<file path="src/rtl/core/sap_pkg.sv">
// sap_pkg: shared types and constants of the shelf atlas packer
// no dependencies; used by every file in rtl/core
package sap_pkg;

    // shelf storage depth
    localparam int MAX_SHELVES = 64;
    localparam int SLOT_W      = $clog2(MAX_SHELVES);
    localparam int CNT_W       = $clog2(MAX_SHELVES + 1);

    // field widths
    localparam int DIM_W    = 15;
    localparam int MARGIN_W = 4;
    localparam int OFS_W    = 14;
    localparam int ID_W     = 16;
    localparam int PAD_W    = DIM_W + 1;
    localparam int SUM_W    = DIM_W + 2;

    // configuration port
    localparam int CFG_IDX_W  = 1;
    localparam int CFG_DATA_W = DIM_W;
    localparam logic [CFG_IDX_W-1:0] REG_ATLAS_SIDE = 1'd0;
    localparam logic [CFG_IDX_W-1:0] REG_MARGIN     = 1'd1;

    localparam logic [DIM_W-1:0]    SIDE_RESET   = 15'd4096;
    localparam logic [MARGIN_W-1:0] MARGIN_RESET = 4'd1;

    // one stored shelf
    typedef struct packed {
        logic [DIM_W-1:0] top;
        logic [DIM_W-1:0] height;
        logic [DIM_W-1:0] fill;
    } t_shelf;

    // write request into the shelf store
    typedef struct packed {
        logic              en;
        logic [SLOT_W-1:0] addr;
        t_shelf            data;
    } t_store_wr;

    // operands of the shared add/compare unit
    typedef struct packed {
        logic [SUM_W-1:0] a;
        logic [SUM_W-1:0] b;
        logic [SUM_W-1:0] limit;
    } t_alu_req;

    typedef struct packed {
        logic [SUM_W-1:0] sum;
        logic             le;
    } t_alu_rsp;

endpackage

</file>
<file path="src/rtl/core/sap_req_if.sv">
// sap_req_if: request channel (rectangle size) with valid/ready
// depends on sap_pkg
interface sap_req_if;
    logic                      valid;
    logic                      ready;
    logic [sap_pkg::DIM_W-1:0] rect_width;
    logic [sap_pkg::DIM_W-1:0] rect_height;

    modport source (output valid, output rect_width, output rect_height, input ready);
    modport sink   (input valid, input rect_width, input rect_height, output ready);
endinterface

</file>
<file path="src/rtl/core/sap_res_if.sv">
// sap_res_if: result channel (placement) with valid/ready
// depends on sap_pkg
interface sap_res_if;
    logic                      valid;
    logic                      ready;
    logic                      accepted;
    logic [sap_pkg::OFS_W-1:0] offset_x;
    logic [sap_pkg::OFS_W-1:0] offset_y;
    logic [sap_pkg::ID_W-1:0]  rect_id;
    logic [sap_pkg::DIM_W-1:0] used_width;
    logic [sap_pkg::DIM_W-1:0] used_height;

    modport source (output valid, output accepted, output offset_x, output offset_y,
                    output rect_id, output used_width, output used_height, input ready);
    modport sink   (input valid, input accepted, input offset_x, input offset_y,
                    input rect_id, input used_width, input used_height, output ready);
endinterface

</file>
<file path="src/rtl/core/shelf_atlas_packer.sv">
// shelf_atlas_packer: first-fit shelf packing of rectangles into a square atlas
// depends on sap_pkg, sap_req_if, sap_res_if, sap_alu, sap_store
//
// Each request (rect_width, rect_height) is padded by the margin on every side
// and placed on the first open shelf that is tall enough and has width left;
// otherwise a new shelf is opened under the last one if it stays inside the
// atlas side and a shelf slot is free. One result transaction follows every
// request transaction. The block takes one request at a time: it is ready only
// while its sequencer is idle. The shelf table is one memory read one shelf per
// cycle and the padding, fill, bottom and offset sums go through a single shared
// adder, so the time from acceptance to a valid result grows with the number of
// shelves tested (at most the open shelf count, 64). A request is padded in width
// and height, scanned against the shelves, given a new shelf if none fits, then
// placed and given its x and y offsets before the final state; an over-wide or
// unplaceable request skips to the final state. The sequencer returns to idle on
// the same edge that loads the result. A finished result waits in an output
// register, so the next request is taken while the previous result is still
// unclaimed; a result only holds up the sequencer when the output register is
// still full at the end of the next request. The shelf table needs no clearing
// after reset: only entries below the shelf count are ever read. Configuration
// (atlas_side, margin) is to be written through i_cfg_* only while idle; the
// block itself does not enforce this.
module shelf_atlas_packer (
    input  logic                             i_clk,
    input  logic                             i_rst_n,
    input  logic                             i_cfg_we,
    input  logic [sap_pkg::CFG_IDX_W-1:0]    i_cfg_idx,
    input  logic [sap_pkg::CFG_DATA_W-1:0]   i_cfg_data,
    sap_req_if.sink                          i_req,
    sap_res_if.source                        o_res
);
    // sequencer states
    localparam logic [3:0] ST_IDLE  = 4'd0;  // waiting for a request
    localparam logic [3:0] ST_PADW  = 4'd1;  // padded width, over-wide test
    localparam logic [3:0] ST_PADH  = 4'd2;  // padded height
    localparam logic [3:0] ST_SCAN  = 4'd3;  // test one shelf per cycle
    localparam logic [3:0] ST_NEWS  = 4'd4;  // try to open a new shelf
    localparam logic [3:0] ST_PLACE = 4'd5;  // grow shelf fill
    localparam logic [3:0] ST_OFSX  = 4'd6;  // x offset
    localparam logic [3:0] ST_OFSY  = 4'd7;  // y offset
    localparam logic [3:0] ST_FIN   = 4'd8;  // hand result to output register

    localparam int DIM_W = sap_pkg::DIM_W;
    localparam int SUM_W = sap_pkg::SUM_W;

    // configuration
    logic [DIM_W-1:0]             r_side;
    logic [sap_pkg::MARGIN_W-1:0] r_margin;

    // packer state
    logic [sap_pkg::CNT_W-1:0] r_count, n_count;
    logic [sap_pkg::ID_W-1:0]  r_next_id, n_next_id;
    logic [DIM_W-1:0]          r_widest, n_widest;
    logic [DIM_W-1:0]          r_bottom, n_bottom;

    // per request working registers
    logic [3:0]                 r_state, n_state;
    logic [DIM_W-1:0]           r_w, n_w, r_h, n_h;
    logic [sap_pkg::PAD_W-1:0]  r_pw, n_pw, r_ph, n_ph;
    logic                       r_wide_ok, n_wide_ok;
    logic [sap_pkg::SLOT_W-1:0] r_idx, n_idx, r_slot, n_slot;
    sap_pkg::t_shelf            r_shelf, n_shelf;
    logic                       r_acc, n_acc;
    logic [sap_pkg::OFS_W-1:0]  r_ox, n_ox, r_oy, n_oy;
    logic [sap_pkg::ID_W-1:0]   r_id, n_id;

    // output register
    logic                       r_out_valid, n_out_valid;
    logic                       r_o_acc, n_o_acc;
    logic [sap_pkg::OFS_W-1:0]  r_o_ox, n_o_ox, r_o_oy, n_o_oy;
    logic [sap_pkg::ID_W-1:0]   r_o_id, n_o_id;
    logic [DIM_W-1:0]           r_o_uw, n_o_uw, r_o_uh, n_o_uh;

    sap_pkg::t_alu_req   alu_req;
    sap_pkg::t_alu_rsp   alu_rsp;
    sap_pkg::t_store_wr  st_wr;
    sap_pkg::t_shelf     st_rd;

    logic [SUM_W-1:0]          margin2;
    logic [SUM_W-1:0]          side_ext;
    logic                      height_ok;
    logic                      last_shelf;
    logic                      out_free;
    logic [sap_pkg::CNT_W-1:0] idx_next;

    sap_alu u_alu (
        .i_req (alu_req),
        .o_rsp (alu_rsp)
    );

    sap_store u_store (
        .i_clk     (i_clk),
        .i_wr      (st_wr),
        .i_rd_addr (n_idx),
        .o_rd_data (st_rd)
    );

    assign margin2  = {{(SUM_W-sap_pkg::MARGIN_W-1){1'b0}}, r_margin, 1'b0};
    assign side_ext = {2'b00, r_side};
    assign height_ok = ({1'b0, st_rd.height} >= r_ph);
    assign idx_next  = {1'b0, r_idx} + sap_pkg::CNT_W'(1);
    assign last_shelf = (idx_next == r_count);
    assign out_free   = !r_out_valid || o_res.ready;

    assign i_req.ready = (r_state == ST_IDLE);

    // sequencer
    always_comb begin
        n_state   = r_state;
        n_count   = r_count;
        n_next_id = r_next_id;
        n_widest  = r_widest;
        n_bottom  = r_bottom;
        n_w       = r_w;
        n_h       = r_h;
        n_pw      = r_pw;
        n_ph      = r_ph;
        n_wide_ok = r_wide_ok;
        n_idx     = r_idx;
        n_slot    = r_slot;
        n_shelf   = r_shelf;
        n_acc     = r_acc;
        n_ox      = r_ox;
        n_oy      = r_oy;
        n_id      = r_id;
        alu_req   = '0;
        alu_req.limit = side_ext;
        st_wr     = '0;

        case (r_state)
            ST_IDLE: begin
                if (i_req.valid) begin
                    n_w     = i_req.rect_width;
                    n_h     = i_req.rect_height;
                    n_acc   = 1'b0;
                    n_ox    = '0;
                    n_oy    = '0;
                    n_id    = '0;
                    n_state = ST_PADW;
                end
            end
            ST_PADW: begin
                alu_req.a = {2'b00, r_w};
                alu_req.b = margin2;
                n_pw      = alu_rsp.sum[sap_pkg::PAD_W-1:0];
                n_wide_ok = alu_rsp.le;
                n_state   = ST_PADH;
            end
            ST_PADH: begin
                alu_req.a = {2'b00, r_h};
                alu_req.b = margin2;
                n_ph      = alu_rsp.sum[sap_pkg::PAD_W-1:0];
                n_idx     = '0;
                if (!r_wide_ok) begin
                    n_state = ST_FIN;
                end else if (r_count == '0) begin
                    n_state = ST_NEWS;
                end else begin
                    n_state = ST_SCAN;
                end
            end
            ST_SCAN: begin
                // st_rd holds shelf r_idx
                alu_req.a = {2'b00, st_rd.fill};
                alu_req.b = {1'b0, r_pw};
                if (height_ok && alu_rsp.le) begin
                    n_slot  = r_idx;
                    n_shelf = st_rd;
                    n_state = ST_PLACE;
                end else if (last_shelf) begin
                    n_state = ST_NEWS;
                end else begin
                    n_idx = idx_next[sap_pkg::SLOT_W-1:0];
                end
            end
            ST_NEWS: begin
                alu_req.a = {2'b00, r_bottom};
                alu_req.b = {1'b0, r_ph};
                if (r_count < sap_pkg::CNT_W'(sap_pkg::MAX_SHELVES) && alu_rsp.le) begin
                    n_slot         = r_count[sap_pkg::SLOT_W-1:0];
                    n_shelf.top    = r_bottom;
                    n_shelf.height = r_ph[DIM_W-1:0];
                    n_shelf.fill   = '0;
                    n_count        = r_count + sap_pkg::CNT_W'(1);
                    n_bottom       = alu_rsp.sum[DIM_W-1:0];
                    n_state        = ST_PLACE;
                end else begin
                    n_state = ST_FIN;
                end
            end
            ST_PLACE: begin
                // write back the shelf with its grown fill
                alu_req.a       = {2'b00, r_shelf.fill};
                alu_req.b       = {1'b0, r_pw};
                st_wr.en        = 1'b1;
                st_wr.addr      = r_slot;
                st_wr.data      = r_shelf;
                st_wr.data.fill = alu_rsp.sum[DIM_W-1:0];
                if (alu_rsp.sum[DIM_W-1:0] > r_widest) begin
                    n_widest = alu_rsp.sum[DIM_W-1:0];
                end
                n_acc     = 1'b1;
                n_id      = r_next_id;
                n_next_id = r_next_id + sap_pkg::ID_W'(1);
                n_state   = ST_OFSX;
            end
            ST_OFSX: begin
                alu_req.a = {2'b00, r_shelf.fill};
                alu_req.b = {{(SUM_W-sap_pkg::MARGIN_W){1'b0}}, r_margin};
                n_ox      = alu_rsp.sum[sap_pkg::OFS_W-1:0];
                n_state   = ST_OFSY;
            end
            ST_OFSY: begin
                alu_req.a = {2'b00, r_shelf.top};
                alu_req.b = {{(SUM_W-sap_pkg::MARGIN_W){1'b0}}, r_margin};
                n_oy      = alu_rsp.sum[sap_pkg::OFS_W-1:0];
                n_state   = ST_FIN;
            end
            ST_FIN: begin
                if (out_free) begin
                    n_state = ST_IDLE;
                end
            end
            default: begin
                n_state = ST_IDLE;
            end
        endcase
    end

    // output register: loaded when the sequencer finishes and the slot is free
    always_comb begin
        n_out_valid = r_out_valid;
        n_o_acc     = r_o_acc;
        n_o_ox      = r_o_ox;
        n_o_oy      = r_o_oy;
        n_o_id      = r_o_id;
        n_o_uw      = r_o_uw;
        n_o_uh      = r_o_uh;
        if (r_out_valid && o_res.ready) begin
            n_out_valid = 1'b0;
        end
        if (r_state == ST_FIN && out_free) begin
            n_out_valid = 1'b1;
            n_o_acc     = r_acc;
            n_o_ox      = r_ox;
            n_o_oy      = r_oy;
            n_o_id      = r_id;
            n_o_uw      = r_widest;
            n_o_uh      = r_bottom;
        end
    end

    // control state and configuration
    always_ff @(posedge i_clk) begin
        if (!i_rst_n) begin
            r_state     <= ST_IDLE;
            r_count     <= '0;
            r_next_id   <= '0;
            r_widest    <= '0;
            r_bottom    <= '0;
            r_out_valid <= 1'b0;
            r_side      <= sap_pkg::SIDE_RESET;
            r_margin    <= sap_pkg::MARGIN_RESET;
        end else begin
            r_state     <= n_state;
            r_count     <= n_count;
            r_next_id   <= n_next_id;
            r_widest    <= n_widest;
            r_bottom    <= n_bottom;
            r_out_valid <= n_out_valid;
            if (i_cfg_we) begin
                case (i_cfg_idx)
                    sap_pkg::REG_ATLAS_SIDE: r_side   <= i_cfg_data;
                    sap_pkg::REG_MARGIN:     r_margin <= i_cfg_data[sap_pkg::MARGIN_W-1:0];
                    default: begin
                    end
                endcase
            end
        end
    end

    // payload registers
    always_ff @(posedge i_clk) begin
        r_w       <= n_w;
        r_h       <= n_h;
        r_pw      <= n_pw;
        r_ph      <= n_ph;
        r_wide_ok <= n_wide_ok;
        r_idx     <= n_idx;
        r_slot    <= n_slot;
        r_shelf   <= n_shelf;
        r_acc     <= n_acc;
        r_ox      <= n_ox;
        r_oy      <= n_oy;
        r_id      <= n_id;
        r_o_acc   <= n_o_acc;
        r_o_ox    <= n_o_ox;
        r_o_oy    <= n_o_oy;
        r_o_id    <= n_o_id;
        r_o_uw    <= n_o_uw;
        r_o_uh    <= n_o_uh;
    end

    assign o_res.valid       = r_out_valid;
    assign o_res.accepted    = r_o_acc;
    assign o_res.offset_x    = r_o_ox;
    assign o_res.offset_y    = r_o_oy;
    assign o_res.rect_id     = r_o_id;
    assign o_res.used_width  = r_o_uw;
    assign o_res.used_height = r_o_uh;

    // shelf count never passes the table depth
    a_count_bound: assert property (@(posedge i_clk) disable iff (!i_rst_n)
        r_count <= sap_pkg::CNT_W'(sap_pkg::MAX_SHELVES))
        else $error("shelf count beyond table depth");

    // the scan only visits open shelves
    a_scan_open: assert property (@(posedge i_clk) disable iff (!i_rst_n)
        (r_state == ST_SCAN) |-> ({1'b0, r_idx} < r_count))
        else $error("scan index past open shelves");

    // the table is written only when a rectangle is placed
    a_write_place: assert property (@(posedge i_clk) disable iff (!i_rst_n)
        st_wr.en |-> (r_state == ST_PLACE))
        else $error("shelf write outside placement");

    // each placement uses up exactly one identifier
    a_id_step: assert property (@(posedge i_clk) disable iff (!i_rst_n)
        (r_state == ST_PLACE) |=> (r_next_id == $past(r_next_id) + sap_pkg::ID_W'(1)))
        else $error("identifier not advanced on placement");

    // a result is loaded only from the final state
    a_load_fin: assert property (@(posedge i_clk) disable iff (!i_rst_n)
        $rose(r_out_valid) |-> $past(r_state == ST_FIN))
        else $error("result loaded outside final state");
endmodule

</file>
<file path="src/rtl/core/sap_alu.sv">
// sap_alu: shared adder with a limit compare, used for the padding, fill, bottom and offset sums
// depends on sap_pkg
module sap_alu (
    input  sap_pkg::t_alu_req i_req,
    output sap_pkg::t_alu_rsp o_rsp
);
    always_comb begin
        o_rsp.sum = i_req.a + i_req.b;
        o_rsp.le  = (o_rsp.sum <= i_req.limit);
    end
endmodule

</file>
<file path="src/rtl/core/sap_store.sv">
// sap_store: shelf table memory, one write and one registered read per cycle
// depends on sap_pkg
module sap_store (
    input  logic                        i_clk,
    input  sap_pkg::t_store_wr          i_wr,
    input  logic [sap_pkg::SLOT_W-1:0]  i_rd_addr,
    output sap_pkg::t_shelf             o_rd_data
);
    sap_pkg::t_shelf r_mem [sap_pkg::MAX_SHELVES];
    sap_pkg::t_shelf r_rd_data;

    always_ff @(posedge i_clk) begin
        if (i_wr.en) begin
            r_mem[i_wr.addr] <= i_wr.data;
        end
        r_rd_data <= r_mem[i_rd_addr];
    end

    assign o_rd_data = r_rd_data;
endmodule
</file>
<file path="src/flat_wrapper.sv">
// flat-port wrapper written by rule: the top's interface ports become plain ports
module shelf_atlas_packer_flat 
  (i_clk, i_rst_n, i_cfg_we, i_cfg_idx, i_cfg_data, i_req_valid, i_req_rect_width, i_req_rect_height, i_req_ready, o_res_valid, o_res_accepted, o_res_offset_x, o_res_offset_y, o_res_rect_id, o_res_used_width, o_res_used_height, o_res_ready);
  sap_req_if i_req_i ();
  sap_res_if o_res_i ();
  input  logic i_clk;
  input  logic i_rst_n;
  input  logic i_cfg_we;
  input  logic [sap_pkg::CFG_IDX_W-1:0] i_cfg_idx;
  input  logic [sap_pkg::CFG_DATA_W-1:0] i_cfg_data;
  input wire logic [$bits(i_req_i.valid)-1:0] i_req_valid;
  input wire logic [$bits(i_req_i.rect_width)-1:0] i_req_rect_width;
  input wire logic [$bits(i_req_i.rect_height)-1:0] i_req_rect_height;
  output wire logic [$bits(i_req_i.ready)-1:0] i_req_ready;
  output wire logic [$bits(o_res_i.valid)-1:0] o_res_valid;
  output wire logic [$bits(o_res_i.accepted)-1:0] o_res_accepted;
  output wire logic [$bits(o_res_i.offset_x)-1:0] o_res_offset_x;
  output wire logic [$bits(o_res_i.offset_y)-1:0] o_res_offset_y;
  output wire logic [$bits(o_res_i.rect_id)-1:0] o_res_rect_id;
  output wire logic [$bits(o_res_i.used_width)-1:0] o_res_used_width;
  output wire logic [$bits(o_res_i.used_height)-1:0] o_res_used_height;
  input wire logic [$bits(o_res_i.ready)-1:0] o_res_ready;
  assign i_req_i.valid = i_req_valid;
  assign i_req_i.rect_width = i_req_rect_width;
  assign i_req_i.rect_height = i_req_rect_height;
  assign i_req_ready = i_req_i.ready;
  assign o_res_valid = o_res_i.valid;
  assign o_res_accepted = o_res_i.accepted;
  assign o_res_offset_x = o_res_i.offset_x;
  assign o_res_offset_y = o_res_i.offset_y;
  assign o_res_rect_id = o_res_i.rect_id;
  assign o_res_used_width = o_res_i.used_width;
  assign o_res_used_height = o_res_i.used_height;
  assign o_res_i.ready = o_res_ready;
  shelf_atlas_packer u_core (.i_clk(i_clk), .i_rst_n(i_rst_n), .i_cfg_we(i_cfg_we), .i_cfg_idx(i_cfg_idx), .i_cfg_data(i_cfg_data), .i_req(i_req_i), .o_res(o_res_i));
endmodule
</file>
<file path="config.mk">
export PLATFORM = sky130hd
export DESIGN_NAME = shelf_atlas_packer_flat
export DESIGN_NICKNAME = d
export VERILOG_FILES = /design/src/rtl/core/sap_pkg.sv /design/src/rtl/core/sap_req_if.sv /design/src/rtl/core/sap_res_if.sv /design/src/rtl/core/shelf_atlas_packer.sv /design/src/rtl/core/sap_alu.sv /design/src/rtl/core/sap_store.sv /design/src/flat_wrapper.sv
export SDC_FILE = /design/constraint.sdc
export NUM_CORES = 2
export LEC_CHECK = 0
export BUFFER_PORTS_ARGS = -buffer_cell sky130_fd_sc_hd__buf_4
export CAP_MARGIN = 20
export CELL_PAD_IN_SITES_DETAIL_PLACEMENT = 0
export CELL_PAD_IN_SITES_GLOBAL_PLACEMENT = 1
export CORE_UTILIZATION = 54
export DETAILED_ROUTE_END_ITERATION = 7
export HOLD_SLACK_MARGIN = 0.03
export PLACE_DENSITY_LB_ADDON = 0.15
export SYNTH_ARGS = -nofsm -noshare
export SYNTH_HDL_FRONTEND = slang
export SYNTH_SLANG_ARGS = --single-unit
</file>
<file path="constraint.sdc">
create_clock -name i_clk -period 12 [get_ports i_clk]
set_input_delay 2.4 -clock i_clk [delete_from_list [all_inputs] [get_ports i_clk]]
set_output_delay 2.4 -clock i_clk [all_outputs]
set_load 0.01 [all_outputs]
</file>
==> flow_metrics.tcl <==
set metrics [dict create \
    maxSlewViolCount 0 \
    startpoint "u_core.r_state[0]" \
    min_from "u_core.r_oy[1]" \
    io_pins 128 \
    timing.rr.start "u_core.r_state[0]" \
    clk_latency_ns 0.98 \
    holdPathStages 0 \
    reg2reg_slack_ns 1.62 \
    path_clk_slew_ns 0.06 \
    ant_nets 0 \
    wirelength_um 413000 \
    syn_to_final_growth_pct 12.5 \
    cap_viol_max_count 0 \
    rr_worst_depth 32 \
    status "completed" \
    path_depth 32 \
    start_util 0.543 \
    path_buf_inv 5 \
    ys_types 81 \
    period_share 0.865 \
    cp_common_cell "a21oi_1" \
    tns_ns 0 \
    die_y_um 491 \
    dieArea_mm2 0.241 \
    fmax_ghz 0.0963 \
    final_nets 8639 \
    drt_first_pass_iters 6 \
    end_kind "register" \
    grt_util_all_layers 0.337 \
    core_region_area_mm2 0.238 \
    syn_nets 8427 \
    mostFrequentLayoutCell "edfxtp_1" \
    io_buffers 127 \
    yosys_warnings 0 \
    crit_family "compound AO/OA/AOI/OAI gates" \
    finalWeightedCongestion 0.939 \
    arrival_ns 11.26 \
    synthCells 8311 \
    cts-htree-levels 5 \
    ys_async_sr_fraction 0 \
    crit_path_start_kind "register" \
    syn_area_mm2 0.129 \
    rsz0062_at_grt "no" \
    path_class "register to register" \
    hold_viol 0 \
    final_core_util 0.610 \
    clock-sinks 3242 \
    grt_antenna_before_repair 20 \
    synth_area_per_cell_um2 15.5 \
    ir_drop_mv 0.167 \
    crit_fanout 128 \
    final_layout_size_suffix_gt1_frac 0.144 \
    slew_headroom 0.0387 \
    cp_slowest_stage_delay_ns 1.00 \
    finClkSkew_ns 0.0521 \
    power_mw 29.5 \
    chipWidth_um 491 \
    r2r_end "u_core.u_store.o_rd_data[17]" \
    crit_path_end "u_core.u_store.o_rd_data[17]" \
    avgRoutedWirePerCell_um 34.5 \
    clk_path_buf_depth 4 \
    grt-ovfl-total 0 \
    crit_required_ns 12.88 \
    grt_pass1_wl_um 568000 \
    hp-class "register to register" \
    post_cts_resized 0 \
    grt_max_degree 149 \
    drc 0 \
    vias_per_cell 6.55 \
    worst_slew_pin_slew_ns 1.41 \
    ys_ff_latch 3242 \
    ys.flop_type "edfxtp_1" \
    grt_pass1_vias 72400 \
    num_vias 78200 \
    power_density_mw_per_mm2 203 \
    row_count 179 \
    fin_crit_ns 10.38 \
    setup_viol 0 \
    synth_edf_count 3114 \
    numCtsBuffers 343 \
    cts_hold_buf 0 \
    drtIter0Drc 12900 \
    seq_area_frac_synth 0.745 \
    dpl.hpwl_um 219000 \
    cp_slowest_cell "dfxtp_1" \
    cts_root_buf "clkbuf_16" \
    leakagePower_nw 51.2 \
    cts_tree "built" \
    cts_setup_buffers 0 \
    mostFrequentLayoutCells "3114 x edfxtp_1, 1540 x nand2_1, 829 x mux2i_1" \
]
worst register-to-register path: cells and delay by family (launching register included):
family / cells / cell delay [ns]
XOR/XNOR: 1 / 0.29
buffers and inverters: 5 / 1.49
flip-flops: 1 / 1.00
AO/OA/AOI/OAI: 14 / 3.13
adder cells (fa/ha/maj): 3 / 1.05
AND/OR/NAND/NOR: 9 / 3.33
sequential cells by signal (all words and copies together) (netlist names), 15 cells and up:
register and flops:
u_core.o_res.rect_id 16, u_core.o_res.used_height 15, u_core.o_res.used_width 15, u_core.r_bottom 15, u_core.r_h 15, u_core.r_id 16, u_core.r_next_id 16, u_core.r_ph 16
u_core.r_pw 16, u_core.r_shelf 45, u_core.r_side 15, u_core.r_w 15, u_core.r_widest 15, u_core.u_store.o_rd_data 45, u_core.u_store.r_mem 2880
cells in the mapped netlist, types with 7 or more instances:
cell type,instances,share of area
nor4_1,117,0.0057
inv_1,76,0.0022
a222oi_1,16,0.0012
and3_1,330,0.016
a22o_1,25,0.0017
xnor2_1,30,0.0020
buf_4,53,0.0031
nand4_1,39,0.0019
a41oi_1,13,0.00088
dfxtp_1,128,0.020
a22oi_1,16,0.00093
buf_2,156,0.0061
a21o_1,14,0.00081
nor2b_1,16,0.00078
o2bb2ai_1,16,0.0011
nand2b_1,13,0.00063
o21ai_0,66,0.0026
mux4_2,8,0.0014
a21oi_1,29,0.0011
edfxtp_1,3114,0.72
and2_1,100,0.0048
nand2_1,1555,0.045
buf_1,11,0.00032
nand3_1,107,0.0042
xor2_1,11,0.00075
mux2i_1,829,0.064
o22ai_1,131,0.0064
a311oi_1,267,0.018
a31oi_1,16,0.00078
nor2_1,151,0.0044
nor3_1,15,0.00058
mux2_2,293,0.026
a21boi_0,39,0.0023
a211oi_1,79,0.0046
clkbuf_1,239,0.0070
and2_0,7,0.00034
buf_6,27,0.0024
ha_1,64,0.0062
o211ai_1,12,0.00070
layer usage:
layer	vias up	global-route usage	wire length [um]
met5	-	0	44
met4	6	0.128	17400
met3	859	0.0743	49700
met2	5086	0.502	182000
met1	40100	0.487	163000
li1	32200	-	-
worst min-delay path by stage:
stage,to,slack (ns)
final,u_core.o_res.offset_y[1],0.41
after global placement,u_core.o_res.accepted,0.40
after CTS,u_core.o_res.offset_y[1],0.41
after detailed placement,u_core.o_res.offset_x[2],0.40
after global routing,u_core.o_res.offset_x[1],0.42
after floorplan,u_core.o_res.accepted,0.40
metrics by stage:
stage / worst slack [ns] / cell area [um2] / instances / hold slack (ns)
2_1_floorplan: 2.37 / 129000 / 8311 / 0.400
3_3_place_gp: 2.12 / 134000 / 11300 / 0.403
5_1_grt: 1.28 / 145000 / 11900 / 0.418
4_1_cts: 1.90 / 145000 / 11900 / 0.414
6_report: 1.62 / 145000 / 12000 / 0.413
3_5_place_dp: 1.91 / 134000 / 11300 / 0.405
logic make-up after synthesis:
kind of cell | synth area share
AO/OA/AOI/OAI | 0.0472
XOR/XNOR | 0.00278
adder cells (fa/ha/maj) | 0.00636
buffers and inverters | 0.0212
flip-flops | 0.745
multiplexers | 0.0914
AND/OR/NAND/NOR | 0.0863
cell type report:
class	count	area (um2)
antenna	3	7.51
clock buffer	451	9340
clock inverter	151	1170
fill	17500	92600
inverter	79	320
multi-input combinational	4503	31000
sequential	3242	96100
tap	3167	3960
timing repair buffer	354	3200
power breakdown:
part | internal (mW) | total, mW | switching (mW) | leakage [nW]
clock network | 5.82 | 10.1 | 4.28 | 5.15
logic | 2.24 | 6.44 | 4.21 | 21.5
registers | 12.6 | 12.9 | 0.284 | 24.5
(Power assumes the default switching activity.)
